## src/hw/rtl/level_table_with_priority_eviction_macros.svh

```systemverilog
// Assertion helpers used by the level table RTL.
`ifndef LEVEL_TABLE_WITH_PRIORITY_EVICTION_MACROS_SVH
`define LEVEL_TABLE_WITH_PRIORITY_EVICTION_MACROS_SVH

// Property that must hold at every clock edge outside reset.
`define LVTB_ASSERT(label, clk, rst_n, prop, msg) \
  label: assert property (@(posedge clk) disable iff (!rst_n) (prop)) else $error(msg);

// Same-cycle implication outside reset.
`define LVTB_IMPLY(label, clk, rst_n, ante, cons, msg) \
  label: assert property (@(posedge clk) disable iff (!rst_n) (ante) |-> (cons)) \
    else $error(msg);

`endif

```

## src/hw/rtl/lvtb_pkg.sv

```systemverilog
`timescale 1ns / 1ps
`default_nettype none

package lvtb_pkg;

  localparam int ID_W       = 32;
  localparam int PRICE_W    = 32;
  localparam int TS_W       = 48;
  localparam int LVL_W      = 5;
  localparam int CFG_IDX_W  = 4;
  localparam int CFG_DATA_W = 5;

  localparam logic OP_INSERT  = 1'b0;
  localparam logic OP_TRIGGER = 1'b1;

  localparam logic [CFG_IDX_W-1:0] REG_ENABLED    = CFG_IDX_W'(0);
  localparam logic [CFG_IDX_W-1:0] REG_MAX_LEVELS = CFG_IDX_W'(1);

  localparam logic [CFG_DATA_W-1:0] MAX_LEVELS_RST = CFG_DATA_W'(16);

  typedef enum logic [1:0] {
    ST_IDLE,
    ST_SCAN,
    ST_DRAIN,
    ST_COMMIT
  } state_t;

  // one slot as held in the table memory
  typedef struct packed {
    logic [ID_W-1:0]    id;
    logic [PRICE_W-1:0] price;
    logic [TS_W-1:0]    created;
    logic               trig;
  } entry_t;

  // summary of one pass over the table
  typedef struct packed {
    logic found;     // a valid slot holds the key id
    logic any;       // at least one valid slot
    logic has_free;  // at least one empty slot
    logic has_trig;  // at least one valid triggered slot
  } scan_flags_t;

endpackage

`default_nettype wire

```

## src/hw/rtl/lvtb_scan.sv

```systemverilog
`timescale 1ns / 1ps
`default_nettype none

module lvtb_scan
  import lvtb_pkg::*;
#(
  parameter int CAPACITY = 16,
  localparam int IDX_W = (CAPACITY > 1) ? $clog2(CAPACITY) : 1
) (
  input  wire logic               clk,
  input  wire logic               rst_n,
  input  wire logic               clear,
  input  wire logic               ent_vld,
  input  wire logic [IDX_W-1:0]   ent_idx,
  input  wire logic               ent_valid,
  input  wire entry_t             ent,
  input  wire logic [ID_W-1:0]    key_id,
  input  wire logic [PRICE_W-1:0] mid,
  output scan_flags_t             flags,
  output logic [IDX_W-1:0]        match_idx,
  output logic [PRICE_W-1:0]      match_price,
  output logic [TS_W-1:0]         match_created,
  output logic [IDX_W-1:0]        victim_idx,
  output logic [ID_W-1:0]         victim_id,
  output logic [IDX_W-1:0]        free_idx
);

  scan_flags_t        flags_r, flags_nxt;
  logic [IDX_W-1:0]   match_idx_r;
  logic [PRICE_W-1:0] match_price_r;
  logic [TS_W-1:0]    match_ts_r;
  logic [IDX_W-1:0]   free_idx_r;
  logic [IDX_W-1:0]   trig_idx_r;
  logic [ID_W-1:0]    trig_id_r;
  logic [IDX_W-1:0]   far_idx_r;
  logic [ID_W-1:0]    far_id_r;
  logic [PRICE_W-1:0] far_d_r;
  logic [IDX_W-1:0]   old_idx_r;
  logic [ID_W-1:0]    old_id_r;
  logic [TS_W-1:0]    old_ts_r;

  logic               hit;
  logic               take_match, take_free, take_trig, take_far, take_old;
  logic [PRICE_W-1:0] span;

  assign hit  = ent_vld && ent_valid;
  assign span = (ent.price >= mid) ? (ent.price - mid) : (mid - ent.price);

  assign take_match = hit && (ent.id == key_id) && !flags_r.found;
  assign take_free  = ent_vld && !ent_valid && !flags_r.has_free;
  assign take_trig  = hit && ent.trig && (!flags_r.has_trig || (ent.id < trig_id_r));
  // lower id wins exact ties (distance here, age below); ids of valid slots are distinct
  assign take_far   = hit && (!flags_r.any || (span > far_d_r) ||
                              ((span == far_d_r) && (ent.id < far_id_r)));
  assign take_old   = hit && (!flags_r.any || (ent.created < old_ts_r) ||
                              ((ent.created == old_ts_r) && (ent.id < old_id_r)));

  always_comb begin
    flags_nxt = flags_r;
    if (clear) begin
      flags_nxt = '0;
    end else begin
      if (take_match) flags_nxt.found    = 1'b1;
      if (take_free)  flags_nxt.has_free = 1'b1;
      if (take_trig)  flags_nxt.has_trig = 1'b1;
      if (hit)        flags_nxt.any      = 1'b1;
    end
  end

  always_ff @(posedge clk) begin
    if (!rst_n) begin
      flags_r <= '0;
    end else begin
      flags_r <= flags_nxt;
    end
  end

  always_ff @(posedge clk) begin
    if (take_match) begin
      match_idx_r   <= ent_idx;
      match_price_r <= ent.price;
      match_ts_r    <= ent.created;
    end
    if (take_free) free_idx_r <= ent_idx;
    if (take_trig) begin
      trig_idx_r <= ent_idx;
      trig_id_r  <= ent.id;
    end
    if (take_far) begin
      far_idx_r <= ent_idx;
      far_id_r  <= ent.id;
      far_d_r   <= span;
    end
    if (take_old) begin
      old_idx_r <= ent_idx;
      old_id_r  <= ent.id;
      old_ts_r  <= ent.created;
    end
  end

  always_comb begin
    if (flags_r.has_trig) begin
      victim_idx = trig_idx_r;
      victim_id  = trig_id_r;
    end else if (mid != '0) begin
      victim_idx = far_idx_r;
      victim_id  = far_id_r;
    end else begin
      victim_idx = old_idx_r;
      victim_id  = old_id_r;
    end
  end

  assign flags         = flags_r;
  assign match_idx     = match_idx_r;
  assign match_price   = match_price_r;
  assign match_created = match_ts_r;
  assign free_idx      = free_idx_r;

endmodule

`default_nettype wire

```

## src/hw/rtl/level_table_with_priority_eviction.sv

```systemverilog
`timescale 1ns / 1ps
`default_nettype none
`include "level_table_with_priority_eviction_macros.svh"

// Channel  Handshake                    Payload
// in       start, busy                  in_operation, in_level_id, in_price,
//                                       in_timestamp, in_mid_price
// out      out_valid (one-cycle strobe) out_evicted, out_evicted_id, out_stored,
//                                       out_found, out_level_count
// cfg      cfg_valid, cfg_ready         cfg_index, cfg_data
//
// An item is accepted in IDLE; SCAN reads the slot memory one slot per cycle over all
// CAPACITY slots, DRAIN takes the last read data and COMMIT does the write-back.
// The result strobes in the cycle after the write-back.
// Synchronous reset clears the slot valid bits, the count and the registers to
// enabled=1, max_levels=16; the slot memory itself needs no clearing pass.
// Results cannot be held off; a new item may start while a result is shown.

module level_table_with_priority_eviction
  import lvtb_pkg::*;
#(
  parameter int CAPACITY = 16
) (
  input  wire logic                  clk,
  input  wire logic                  rst_n,
  input  wire logic                  start,
  output logic                       busy,
  input  wire logic                  in_operation,
  input  wire logic [ID_W-1:0]       in_level_id,
  input  wire logic [PRICE_W-1:0]    in_price,
  input  wire logic [TS_W-1:0]       in_timestamp,
  input  wire logic [PRICE_W-1:0]    in_mid_price,
  output logic                       out_valid,
  output logic                       out_evicted,
  output logic [ID_W-1:0]            out_evicted_id,
  output logic                       out_stored,
  output logic                       out_found,
  output logic [LVL_W-1:0]           out_level_count,
  input  wire logic                  cfg_valid,
  output logic                       cfg_ready,
  input  wire logic [CFG_IDX_W-1:0]  cfg_index,
  input  wire logic [CFG_DATA_W-1:0] cfg_data
);

  localparam int IDX_W = (CAPACITY > 1) ? $clog2(CAPACITY) : 1;
  localparam int CNT_W = $clog2(CAPACITY + 1);
  localparam int LIM_W = (CNT_W > CFG_DATA_W) ? CNT_W : CFG_DATA_W;
  localparam logic [IDX_W-1:0] LAST_IDX = IDX_W'(CAPACITY - 1);

  state_t state_r, state_nxt;

  logic                  enabled_r;
  logic [CFG_DATA_W-1:0] max_levels_r;

  logic                  op_r;
  logic [ID_W-1:0]       id_r;
  logic [PRICE_W-1:0]    price_r;
  logic [TS_W-1:0]       ts_r;
  logic [PRICE_W-1:0]    mid_r;

  logic [CAPACITY-1:0]   valid_r, valid_nxt;
  logic [CNT_W-1:0]      count_r, count_nxt;

  logic [IDX_W-1:0]      rd_idx_r, rd_idx_nxt;
  logic                  proc_vld_r;
  logic [IDX_W-1:0]      proc_idx_r;

  entry_t                mem [CAPACITY];
  entry_t                rdata_r;
  logic                  rd_en;
  logic                  wr_en;
  logic [IDX_W-1:0]      wr_idx;
  entry_t                wr_data;

  logic                  out_valid_r;
  logic                  out_evicted_r;
  logic [ID_W-1:0]       out_evicted_id_r;
  logic                  out_stored_r;
  logic                  out_found_r;
  logic [LVL_W-1:0]      out_level_count_r;

  logic                  accept;
  logic                  commit;

  scan_flags_t           flags;
  logic [IDX_W-1:0]      match_idx;
  logic [PRICE_W-1:0]    match_price;
  logic [TS_W-1:0]       match_created;
  logic [IDX_W-1:0]      victim_idx;
  logic [ID_W-1:0]       victim_id;
  logic [IDX_W-1:0]      free_idx;

  logic [LIM_W-1:0]      limit;
  logic [LIM_W-1:0]      count_ext;
  logic                  do_evict;
  logic                  do_store;
  logic                  do_found;
  logic                  match_alive;
  logic [IDX_W-1:0]      slot_idx;
  logic                  slot_ok;

  assign accept    = start && (state_r == ST_IDLE);
  assign cfg_ready = 1'b1;

  // ---------------- configuration ----------------
  always_ff @(posedge clk) begin
    if (!rst_n) begin
      enabled_r    <= 1'b1;
      max_levels_r <= MAX_LEVELS_RST;
    end else if (cfg_valid && cfg_ready) begin
      unique case (cfg_index)
        REG_ENABLED:    enabled_r    <= cfg_data[0];
        REG_MAX_LEVELS: max_levels_r <= cfg_data;
        default: ;
      endcase
    end
  end

  // ---------------- sequencer ----------------
  always_comb begin
    state_nxt = state_r;
    unique case (state_r)
      ST_IDLE:   if (start) state_nxt = ST_SCAN;
      ST_SCAN:   if (rd_idx_r == LAST_IDX) state_nxt = ST_DRAIN;
      ST_DRAIN:  state_nxt = ST_COMMIT;
      ST_COMMIT: state_nxt = ST_IDLE;
      default:   state_nxt = ST_IDLE;
    endcase
  end

  always_comb begin
    busy       = (state_r != ST_IDLE);
    rd_en      = (state_r == ST_SCAN);
    commit     = (state_r == ST_COMMIT);
    rd_idx_nxt = rd_idx_r;
    if (state_r == ST_IDLE) begin
      rd_idx_nxt = '0;
    end else if (rd_en && (rd_idx_r != LAST_IDX)) begin
      rd_idx_nxt = rd_idx_r + IDX_W'(1);
    end
  end

  always_ff @(posedge clk) begin
    if (!rst_n) begin
      state_r    <= ST_IDLE;
      rd_idx_r   <= '0;
      proc_vld_r <= 1'b0;
    end else begin
      state_r    <= state_nxt;
      rd_idx_r   <= rd_idx_nxt;
      proc_vld_r <= rd_en;
    end
  end

  always_ff @(posedge clk) begin
    proc_idx_r <= rd_idx_r;
    if (accept) begin
      op_r    <= in_operation;
      id_r    <= in_level_id;
      price_r <= in_price;
      ts_r    <= in_timestamp;
      mid_r   <= in_mid_price;
    end
  end

  // ---------------- slot memory ----------------
  always_ff @(posedge clk) begin
    if (wr_en) mem[wr_idx] <= wr_data;
    if (rd_en) rdata_r <= mem[rd_idx_r];
  end

  lvtb_scan #(
    .CAPACITY (CAPACITY)
  ) u_scan (
    .clk           (clk),
    .rst_n         (rst_n),
    .clear         (accept),
    .ent_vld       (proc_vld_r),
    .ent_idx       (proc_idx_r),
    .ent_valid     (valid_r[proc_idx_r]),
    .ent           (rdata_r),
    .key_id        (id_r),
    .mid           (mid_r),
    .flags         (flags),
    .match_idx     (match_idx),
    .match_price   (match_price),
    .match_created (match_created),
    .victim_idx    (victim_idx),
    .victim_id     (victim_id),
    .free_idx      (free_idx)
  );

  // ---------------- write-back decision ----------------
  assign limit = (LIM_W'(max_levels_r) > LIM_W'(CAPACITY)) ? LIM_W'(CAPACITY)
                                                         : LIM_W'(max_levels_r);
  assign count_ext = LIM_W'(count_r);

  always_comb begin
    do_evict    = commit && (op_r == OP_INSERT) && enabled_r &&
                  (count_ext >= limit) && flags.any;
    // an evicted match no longer exists for the store that follows
    match_alive = flags.found && !(do_evict && (victim_idx == match_idx));
    if (do_evict) begin
      slot_ok  = 1'b1;
      slot_idx = (flags.has_free && (free_idx < victim_idx)) ? free_idx : victim_idx;
    end else begin
      slot_ok  = flags.has_free;
      slot_idx = free_idx;
    end
    if (match_alive) begin
      slot_ok  = 1'b1;
      slot_idx = match_idx;
    end
    do_store = commit && (op_r == OP_INSERT) && enabled_r && (id_r != '0) && slot_ok;
    do_found = commit && (op_r == OP_TRIGGER) && flags.found;

    wr_en   = do_store || do_found;
    wr_idx  = do_found ? match_idx : slot_idx;
    wr_data = do_found ?
              entry_t'{id: id_r, price: match_price, created: match_created, trig: 1'b1} :
              entry_t'{id: id_r, price: price_r, created: ts_r, trig: 1'b0};

    valid_nxt = valid_r;
    if (do_evict) valid_nxt[victim_idx] = 1'b0;
    if (do_store) valid_nxt[slot_idx]   = 1'b1;

    count_nxt = count_r - CNT_W'(do_evict) + CNT_W'(do_store && !match_alive);
  end

  always_ff @(posedge clk) begin
    if (!rst_n) begin
      valid_r     <= '0;
      count_r     <= '0;
      out_valid_r <= 1'b0;
    end else begin
      valid_r     <= valid_nxt;
      count_r     <= count_nxt;
      out_valid_r <= commit;
    end
  end

  always_ff @(posedge clk) begin
    if (commit) begin
      out_evicted_r     <= do_evict;
      out_evicted_id_r  <= do_evict ? victim_id : '0;
      out_stored_r      <= do_store;
      out_found_r       <= do_found;
      out_level_count_r <= LVL_W'(LIM_W'(count_nxt));
    end
  end

  assign out_valid       = out_valid_r;
  assign out_evicted     = out_evicted_r;
  assign out_evicted_id  = out_evicted_id_r;
  assign out_stored      = out_stored_r;
  assign out_found       = out_found_r;
  assign out_level_count = out_level_count_r;

  // ---------------- assertions ----------------
  `LVTB_ASSERT(a_count_matches_valid, clk, rst_n, count_r == CNT_W'($countones(valid_r)), "count out of step with valid bits")
  `LVTB_IMPLY(a_result_after_commit, clk, rst_n, out_valid_r, $past(state_r == ST_COMMIT), "result strobe without write-back")
  `LVTB_IMPLY(a_found_excl_stored, clk, rst_n, out_valid_r, !(out_found_r && out_stored_r), "trigger and insert outcome together")
  `LVTB_IMPLY(a_no_write_in_scan, clk, rst_n, rd_en, !wr_en, "memory write during scan")

endmodule

`default_nettype wire
```

## config.mk

```make
export PLATFORM = sky130hd
export DESIGN_NAME = level_table_with_priority_eviction
export DESIGN_NICKNAME = d
export VERILOG_FILES = /design/src/hw/rtl/lvtb_pkg.sv /design/src/hw/rtl/lvtb_scan.sv /design/src/hw/rtl/level_table_with_priority_eviction.sv
export VERILOG_INCLUDE_DIRS = /design/src /design/src/hw/rtl
export SDC_FILE = /design/constraint.sdc
export NUM_CORES = 2
export LEC_CHECK = 0
export ABC_AREA = 1
export BUFFER_PORTS_ARGS = -buffer_cell sky130_fd_sc_hd__buf_4
export CAP_MARGIN = 20
export CORE_AREA = 3 3 455 457
export CTS_CLUSTER_SIZE = 24
export DETAILED_ROUTE_END_ITERATION = 12
export DIE_AREA = 0 0 458 460
export GPL_ROUTABILITY_DRIVEN = 0
export PLACE_DENSITY_LB_ADDON = 0.12
export SLEW_MARGIN = 20
export SYNTH_ARGS = -nofsm -noshare
export SYNTH_HDL_FRONTEND = slang
export SYNTH_HIERARCHICAL = 1
export SYNTH_SLANG_ARGS = --single-unit
```

## constraint.sdc

```tcl
create_clock -name clk -period 8.9 [get_ports clk]
set_input_delay 1.335 -clock clk [delete_from_list [all_inputs] [get_ports clk]]
set_output_delay 1.335 -clock clk [all_outputs]
set_load 0.01 [all_outputs]
```

==> reports/metrics.yaml <==
grt_max_degree: 197
power_frac_clock_pct: 35.2
worst_hold_slack_ns: 0.435
die_h_um: 460
cts_buffers: 275
criticalPathCategory: "reg -> reg"
cts_tree: "done"
port_buffers: 199
cts.repair.resized: 0
power_frac_comb_pct: 18.2
core_sq_um: 204000
overflow: 0
wirelength_um: 284000
dieWidth_um: 458
status: "completed"
io_pins: 201
drv_cap: 0
clkLatencyLatePin_ns: 0.93
hold_viol_final: 0
clock-sinks: 2425
grt_pass1_vias: 64172
dp_hpwl_um: 155000
intPower_mw: 21.5
final_common_cell: "edfxtp_1"
postRouteAntennaNets: 0
synthToLayoutAreaGrowth_pct: 12.8
finalPower_mw: 30.3
clkSlewWorstSetupHoldPaths_ns: 0.06
post-cts-setup-buffers: 0
max_freq_mhz: 160
ys_ff_latch: 2425
dominantRegCellSynth: "edfxtp_1"
start_kind: "flop"
layout-drive-gt1-share_pct: 8.67
vias_per_cell: 5.82
cts_max_level: 5
p_sw_mw: 8.81
min_period_over_period_pct: 70.2
syn_inst: 8387
drc_errors: 0
timing.final.ws_setup_ns: 2.65
fin_tns_setup_ns: 0
period_needed_ns: 6.25
max-vdd-ir-drop_mv: 0.212
crit_arrival_ns: 6.76
yosysWarnings: 6
ys_seq_area_share_pct: 71.3
synthArstFlopShare_pct: 0
required_ns: 9.41
initial_core_util_pct: 49.8
pre_cts_ws_ns: 2.77
fin_skew_ns: 0.0564
cellPowerDensity_nw_per_um2: 264
hold_class: "reg -> reg"
rows: 166
first_iter_violations: 7197
worst_pin_slew_ns: 1.11
clock-root-buffer: "clkbuf_16"
syn_area_per_cell_sq_um: 12.1
num_vias: 66606
die_area_sq_um: 211000
slew_viol_final: 0
grtUsageTotal_pct: 26.4
firstDrtPassIters: 10
syn_area_sq_um: 102000
cellLeakagePower_nw: 41.7
cts_buffer_depth: 4
synth.distinct_cells: 51
syn_nets: 8802
setup_viol: 0
grt_pass1_wl_um: 418000
final_cell_mix: "edfxtp_1 (2382), nand2_1 (1367), nor2_1 (1149)"
p_sw_share_pct: 29.1
synth_edf_count: 2382
rsz0062_at_grt: "false"
cts_hold_buf: 0
slew_headroom_pct: 26.3
layout.nets: 8980
antenna_found_initial: 5
power_frac_seq_pct: 46.6
path_max_fanout: 36
wl_per_cell_um: 24.8
cp-end-kind: "flop"
synth_stat cells (27+ instances only):
cell / instances / area [sq um]
nand4_1: 27 / 169
nand2_1: 1367 / 5130
ha_1: 254 / 3180
dfxtp_1: 43 / 861
edfxtp_1: 2382 / 71500
nand3_1: 317 / 1590
a21oi_1: 141 / 706
o221ai_1: 184 / 1610
o22ai_1: 270 / 1690
o21ai_0: 949 / 4750
clkbuf_1: 339 / 1270
buf_2: 36 / 180
nor2_1: 1165 / 4370
xor2_1: 44 / 385
o211ai_1: 46 / 345
inv_1: 613 / 2300
worst paths after layout:
kind,from,end,slack [ns],cells after the start
min reg2reg,rd_idx_r[3],proc_idx_r[3],0.44,0
max,mid_r[1],u_scan/far_id_r[31],2.65,24
max reg2reg,mid_r[1],u_scan/far_id_r[31],2.65,24
min,rd_idx_r[3],proc_idx_r[3],0.44,0
registers in the layout, summed over array words and instances (netlist names), 48 cells and up:
signal and flops:
u_scan/match_created 48, ts_r 48, u_scan/old_ts_r 48, mem 1808, rdata_r 113
metal layers:
| layer | track usage (%) | up-vias | part of all wire (%) | wire length [um] |
|---|---|---|---|---|
| li1 | - | 30201 | - | - |
| met1 | 37.6 | 33313 | 43 | 122000 |
| met2 | 42.8 | 2607 | 47 | 134000 |
| met3 | 3.65 | 485 | 7.3 | 20600 |
| met4 | 7.57 | 0 | 2.7 | 7540 |
| met5 | 0 | - | 0 | 0 |
cells by family (layout without fill, tap and decap cells):
kind of cell,after synthesis,count (layout),synth area share (%)
and+or+nand+nor,2966,2966,11.7
DFF,2425,2425,71.3
AOI/OAI and AO/OA,1627,1627,9.25
buffers and inverters,1047,1411,3.99
adders and majority gates,257,257,3.19
xor gates and xnor gates,64,64,0.559
other,1,3,0.00369
metrics by stage:
| step | util, % | area [sq um] | instances |
|---|---|---|---|
| after floorplan | - | 102000 | 8387 |
| after global placement | 52.1 | 106000 | 10976 |
| after detailed placement | 52.1 | 106000 | 10976 |
| after CTS | 56.2 | 115000 | 11439 |
| after global routing | 56.2 | 115000 | 11440 |
| final | 56.2 | 115000 | 11441 |
worst max-delay path, stage by stage, from the launching register on:
cell      delay [ns]
edfxtp_1        0.57
inv_1           0.15
fa_1            0.50
nand2_1         0.12
nand3_2         0.10
nand2_1         0.07
nand2_1         0.10
nand2_1         0.11
nand3_2         0.11
a21oi_4         0.71
nand2_1         0.10
nand2_1         0.10
inv_1           0.05
ha_1            0.30
nand2_1         0.07
nor2_1          0.17
nand2_1         0.07
inv_1           0.07
nand2_1         0.10
nor3_1          0.43
nand3_1         0.13
a21oi_1         0.14
nor2_1          0.08
nor2_4          0.79
buf_4           0.61
power by group through the flow:
stage / logic (mW) / registers, mW / clock network (mW)
finish: 5.50 / 14.1 / 10.7
global route: 6.15 / 14.2 / 11.3
CTS: 5.48 / 14.1 / 10.9
detailed placement: 5.45 / 14.3 / 0
global placement: 5.38 / 14.3 / 0
floorplan: 3.76 / 14.1 / 0
cell type report:
class                   count  area [sq um]
fillers                 16859         89400
flip-flops and latches   2425         72400
multi-input cells        4915         25300
clock buffers             350          7390
well taps                2688          3360
repair buffers            314          2730
inverters                 634          2420
clock inverters           113           928
diodes                      2          5.00
(Power assumes the default switching activity.)
